### src/rtl/rasi_pkg.sv
// Shared types and constants for the route adjacent-swap improver.
// Holds command codes, microcode step and condition encodings, and the
// control/status structs exchanged between the sequencer and the datapath.
package rasi_pkg;

    // Input command codes
    localparam logic [1:0] CMD_WR_DIST  = 2'd0;
    localparam logic [1:0] CMD_WR_ROUTE = 2'd1;
    localparam logic [1:0] CMD_RUN      = 2'd2;

    // Fixed field widths
    localparam int CMD_W   = 2;
    localparam int NODE_W  = 6;
    localparam int SLOT_W  = 5;
    localparam int RLEN_W  = 6;
    localparam int EDGE_W  = 20;
    localparam int DIST_W  = 25;

    // Widths wide enough to range-check fields against any parameter value
    localparam int NODE_EXT_W = 11;
    localparam int POS_EXT_W  = 9;

    // Microcode step addresses
    typedef enum logic [3:0] {
        S_IDLE      = 4'd0,
        S_CHECK     = 4'd1,
        S_SCAN_INIT = 4'd2,
        S_SCAN      = 4'd3,
        S_DRAIN_A   = 4'd4,
        S_DRAIN_B   = 4'd5,
        S_DECIDE    = 4'd6,
        S_SWAP_A    = 4'd7,
        S_SWAP_B    = 4'd8,
        S_NEXT      = 4'd9,
        S_EMIT_INIT = 4'd10,
        S_EMIT_RD   = 4'd11,
        S_EMIT_LOAD = 4'd12,
        S_EMIT_WAIT = 4'd13,
        S_EMIT_NEXT = 4'd14,
        S_DONE      = 4'd15
    } step_t;

    // Jump conditions: the jump is taken when the condition holds
    typedef enum logic [2:0] {
        C_NEVER     = 3'd0,
        C_ALWAYS    = 3'd1,
        C_NO_RUN    = 3'd2,
        C_NO_SWAP   = 3'd3,
        C_SCAN_MORE = 3'd4,
        C_NOT_LESS  = 3'd5,
        C_OUT_BUSY  = 3'd6,
        C_NOT_LAST  = 3'd7
    } cond_t;

    // Datapath micro-operations of one control word
    typedef struct packed {
        logic take_in;   // input channel is ready this step
        logic scan_clr;  // clear position counter and accumulator
        logic rd_issue;  // issue route read at current position
        logic pos_inc;   // advance position counter
        logic map_swap;  // read with positions i and i+1 exchanged, feed the edge pipe
        logic decide;    // keep candidate if below running best
        logic wr_a;      // write back swapped node at i
        logic wr_b;      // write back swapped node at i+1
        logic i_inc;     // advance swap position
        logic out_load;  // load the result register
    } dp_ctl_t;

    // Datapath status seen by the sequencer
    typedef struct packed {
        logic no_run;
        logic no_swap;
        logic scan_more;
        logic not_less;
        logic out_busy;
        logic not_last;
    } dp_stat_t;

endpackage

### src/rtl/rasi_sequencer.sv
// Microcode sequencer: step counter, control-word ROM and jump logic.
// Depends on rasi_pkg for step, condition and control-word types.
module rasi_sequencer (
    input  logic                clk,
    input  logic                rst_n,
    input  rasi_pkg::dp_stat_t  stat,
    output rasi_pkg::dp_ctl_t   ctl
);
    import rasi_pkg::*;

    typedef struct packed {
        dp_ctl_t op;
        cond_t   cond;
        step_t   target;
    } uword_t;

    step_t  upc_reg;
    step_t  upc_next;
    uword_t uw;
    logic   jump;

    // Control store
    function automatic uword_t rom_word(input step_t s);
        uword_t w;
        w = '0;
        unique case (s)
            S_IDLE:      begin w.op.take_in = 1'b1; w.cond = C_NO_RUN; w.target = S_IDLE; end
            S_CHECK:     begin w.cond = C_NO_SWAP; w.target = S_EMIT_INIT; end
            S_SCAN_INIT: begin w.op.scan_clr = 1'b1; end
            S_SCAN:
            begin
                w.op.rd_issue = 1'b1;
                w.op.pos_inc  = 1'b1;
                w.op.map_swap = 1'b1;
                w.cond        = C_SCAN_MORE;
                w.target      = S_SCAN;
            end
            S_DRAIN_A:   begin end
            S_DRAIN_B:   begin end
            S_DECIDE:    begin w.op.decide = 1'b1; w.cond = C_NOT_LESS; w.target = S_NEXT; end
            S_SWAP_A:    begin w.op.wr_a = 1'b1; end
            S_SWAP_B:    begin w.op.wr_b = 1'b1; end
            S_NEXT:      begin w.op.i_inc = 1'b1; w.cond = C_ALWAYS; w.target = S_CHECK; end
            S_EMIT_INIT: begin w.op.scan_clr = 1'b1; end
            S_EMIT_RD:   begin w.op.rd_issue = 1'b1; end
            S_EMIT_LOAD: begin w.op.out_load = 1'b1; end
            S_EMIT_WAIT: begin w.cond = C_OUT_BUSY; w.target = S_EMIT_WAIT; end
            S_EMIT_NEXT:
            begin
                w.op.pos_inc = 1'b1;
                w.cond       = C_NOT_LAST;
                w.target     = S_EMIT_RD;
            end
            S_DONE:      begin w.cond = C_ALWAYS; w.target = S_IDLE; end
            default:     begin end
        endcase
        return w;
    endfunction

    // Step counter
    always_ff @(posedge clk or negedge rst_n)
    begin
        if (!rst_n)
            upc_reg <= S_IDLE;
        else
            upc_reg <= upc_next;
    end

    // Condition select and next step
    always_comb
    begin
        uw = rom_word(upc_reg);
        unique case (uw.cond)
            C_NEVER:     jump = 1'b0;
            C_ALWAYS:    jump = 1'b1;
            C_NO_RUN:    jump = stat.no_run;
            C_NO_SWAP:   jump = stat.no_swap;
            C_SCAN_MORE: jump = stat.scan_more;
            C_NOT_LESS:  jump = stat.not_less;
            C_OUT_BUSY:  jump = stat.out_busy;
            C_NOT_LAST:  jump = stat.not_last;
            default:     jump = 1'b0;
        endcase
        upc_next = jump ? uw.target : step_t'(4'(upc_reg) + 4'd1);
        ctl      = uw.op;
    end

endmodule

### config.mk
export PLATFORM = sky130hd
export DESIGN_NAME = rasi_sequencer
export DESIGN_NICKNAME = d
export VERILOG_FILES = /design/src/rtl/rasi_pkg.sv /design/src/rtl/rasi_sequencer.sv
export SDC_FILE = /design/constraint.sdc
export NUM_CORES = 1
export LEC_CHECK = 0
export ABC_AREA = 1
export BUFFER_PORTS_ARGS = -buffer_cell sky130_fd_sc_hd__buf_2
export CAP_MARGIN = 0
export CORE_MARGIN = 2
export CORE_UTILIZATION = 40
export CTS_BUF_LIST = sky130_fd_sc_hd__clkbuf_2 sky130_fd_sc_hd__clkbuf_4 sky130_fd_sc_hd__clkbuf_8
export DETAILED_ROUTE_END_ITERATION = 8
export PLACE_DENSITY_LB_ADDON = 0.05
export SLEW_MARGIN = 20
export SYNTH_ARGS = -nofsm -noshare
export SYNTH_HDL_FRONTEND = slang
export SYNTH_SLANG_ARGS = --single-unit
### constraint.sdc
create_clock -name clk -period 1.7 [get_ports clk]
set_clock_uncertainty 0.15 [all_clocks]
set_input_delay 0.255 -clock clk [delete_from_list [all_inputs] [get_ports clk]]
set_output_delay 0.255 -clock clk [all_outputs]
set_load 0.05 [all_outputs]
==> impl_metrics.yaml <==
sta:
  rsz0062_at_grt: "yes"
  fin_crit_sh_pct: 105.6
  slew_headroom_pct: 78.85
  worstMarginPinSlew_ps: 317.3
  whs_ps: 208.6
  hold_viol: 0
  min_period_ps: 1795
  fmax_ghz: 0.5573
  drv_slew: 0
  finalSetupViolCount: 9
  setup_slack_ps: -94.52
floorplanning:
  dieWidth_um: 42.43
  core_mm2: 0.001334
  die-area_mm2: 0.001800
  ioPinCount: 18
  rows: 13
  start_util_pct: 44.28
  die_y_um: 42.43
route:
  avgRoutedWirePerCell_um: 11.80
  drc_errors: 0
  dr.pass1.iters: 4
  drt-initial-drc-count: 6
  wl_um: 1511
  vias: 625
  vias_per_cell: 4.883
  ant_nets: 0
clock_network:
  insertion_delay_ps: 230
  path_clk_slew_ps: 40
  cts.sinks: 4
  cts_buffer_depth: 2
  h-tree-depth: 1
  cts_buffers: 3
  cts_tree: "built"
  cts_root_buf: "clkbuf_4"
grt:
  first_global_vias: 564
  antenna_found_initial: 0
  grt_use_total_pct: 17.11
  grt_pass1_wl_um: 2401
  overflow: 0
  grt_max_degree: 8
finish:
  n_antenna_cell: 0
  final_nets: 127
  largest_reg_flops: 4
  fill_cells: 94
  final_layout_size_suffix_gt1_share_pct: 65.49
  synthToLayoutAreaGrowth_pct: 75.42
  fin_util_pct: 77.67
  regArea_um2: 102.6
  multi_input_area_um2: 538.0
hold_path:
  hold_path.class: "input pin to async pin"
status:
  status: "finished with violations"
  violations: "negative setup slack"
critical_path:
  cp-start-kind: "flop"
  crit_path_end_kind: "flop"
  r2r_start: "upc_reg[0]"
  reg2reg_setup_slack_ps: -90
  arrival_ps: 1760
  cp_max_fo: 5
  worstPathRequired_ps: 1660
  worstSetupPathType: "flop to flop"
  worst-r2r-cell-count: 10
  r2r_end: "upc_reg[1]"
placement:
  gp_congestion: 0.7806
  io_buffers: 17
  hpwl_um: 1088
power_and_ir_drop:
  vdd_drop_max_mv: 1.194
  p_leak_nw: 0.5298
  power_density_mw_per_mm2: 1996
synth:
  synthCells: 81
  synth_area_um2: 590.6
  ys_types: 19
  synth.avg_cell_area_um2: 7.291
  synth_seq_cells: 4
  syn_nets: 93
  ys_seq_area_share_pct: 16.95
  yosys_warnings: 0
flow_run:
  drv_cap: 0
## worst max-delay path, cell delays in order, from the launching register on
cell and delay [ps]:
dfrtp_2 420, buf_12 140, ha_4 180, o21ai_4 250, nand3_1 140, nand2_2 90
nand2_2 60, nand3_4 90, nand2_4 60, nand2_1 60, nand2_1 50
## logic make-up after synthesis
group           synth area share, %
flops                         16.95
fa+ha+maj                     8.475
compound gates                5.085
buf+inv                       14.62
xor+xnor                      2.967
simple gates                  51.91
## Yosys cell counts (all sizes together)
library cell  instances  area [um^2]
buf                   2        22.52
dfrtp                 4        100.1
ha                    4        50.05
inv                  17        63.81
nand2                22        105.1
nand3                19        157.6
nor2                  5        28.78
nor3                  3        15.01
o21ai                 3        30.03
xor2                  2        17.52
## stage by stage
step | worst slack (ps) | std cells | power (W) | TNS (ps) | area (um^2)
2_1_floorplan | -128.1 | 81 | 0.001256 | -312.2 | 626.9
3_3_place_gp | -127.3 | 119 | 0.001503 | -518.0 | 768.2
3_5_place_dp | -155.0 | 119 | 0.001508 | -663.4 | 768.2
4_1_cts | -62.58 | 127 | 0.001935 | -479.6 | 963.4
5_1_grt | -175.2 | 128 | 0.002207 | -1290 | 1036
6_report | -94.52 | 128 | 0.002068 | -521.5 | 1036
## power breakdown
part	switching, W	internal (W)	leakage [nW]	total [W]
logic	0.00103	0.000707	0.467	0.00174
clock network	0.0000346	0.0000787	0.0138	0.000113
registers	0.0000684	0.000146	0.0486	0.000214
## layout make-up
class	instances	area share, %
inverter	17	6.884
timing repair buffer	31	27.29
multi-input combinational	58	51.93
clock buffer	3	2.174
tap	15	1.812
sequential	4	9.903
## cell usage in the layout (no fill, tap or decap), types with 4 or more instances in the layout
master,n
nand2_4,4
ha_4,4
buf_6,10
inv_1,8
buf_2,7
nand3_1,9
nand3_4,5
buf_4,10
inv_2,7
nand3_2,5
nand2_1,16
## metal layers
metal | GRT usage, % | part of all wire, % | vias to the layer above
li1 | - | - | 316
met3 | 2.586 | 2.4 | 2
met2 | 30.15 | 53 | 11
met4 | 3.750 | 0.66 | 0
met1 | 21.71 | 44 | 296
met5 | 0 | 0 | -
## how the worst max path moves through the flow
| stage | to | slack [ps] | startpoint |
|---|---|---|---|
| after CTS | ctl[1] | -60 | upc_reg[1] |
| after global placement | upc_reg[0] | -130 | upc_reg[0] |
| after global routing | upc_reg[0] | -180 | upc_reg[0] |
| after floorplan | ctl[0] | -130 | upc_reg[0] |
| final | upc_reg[1] | -90 | upc_reg[0] |
| after detailed placement | upc_reg[1] | -150 | upc_reg[0] |
## timing repair
item                                    in CTS  in global routing
setup buffers                                4                  1
gates resized for setup                     36                 15
hold buffers                                 1                  0
endpoints found under the setup margin      14                 14
endpoints found under the hold margin        4                  0
pin swaps                                    2                  6
No activity file was read; power rests on OpenSTA's default activity.
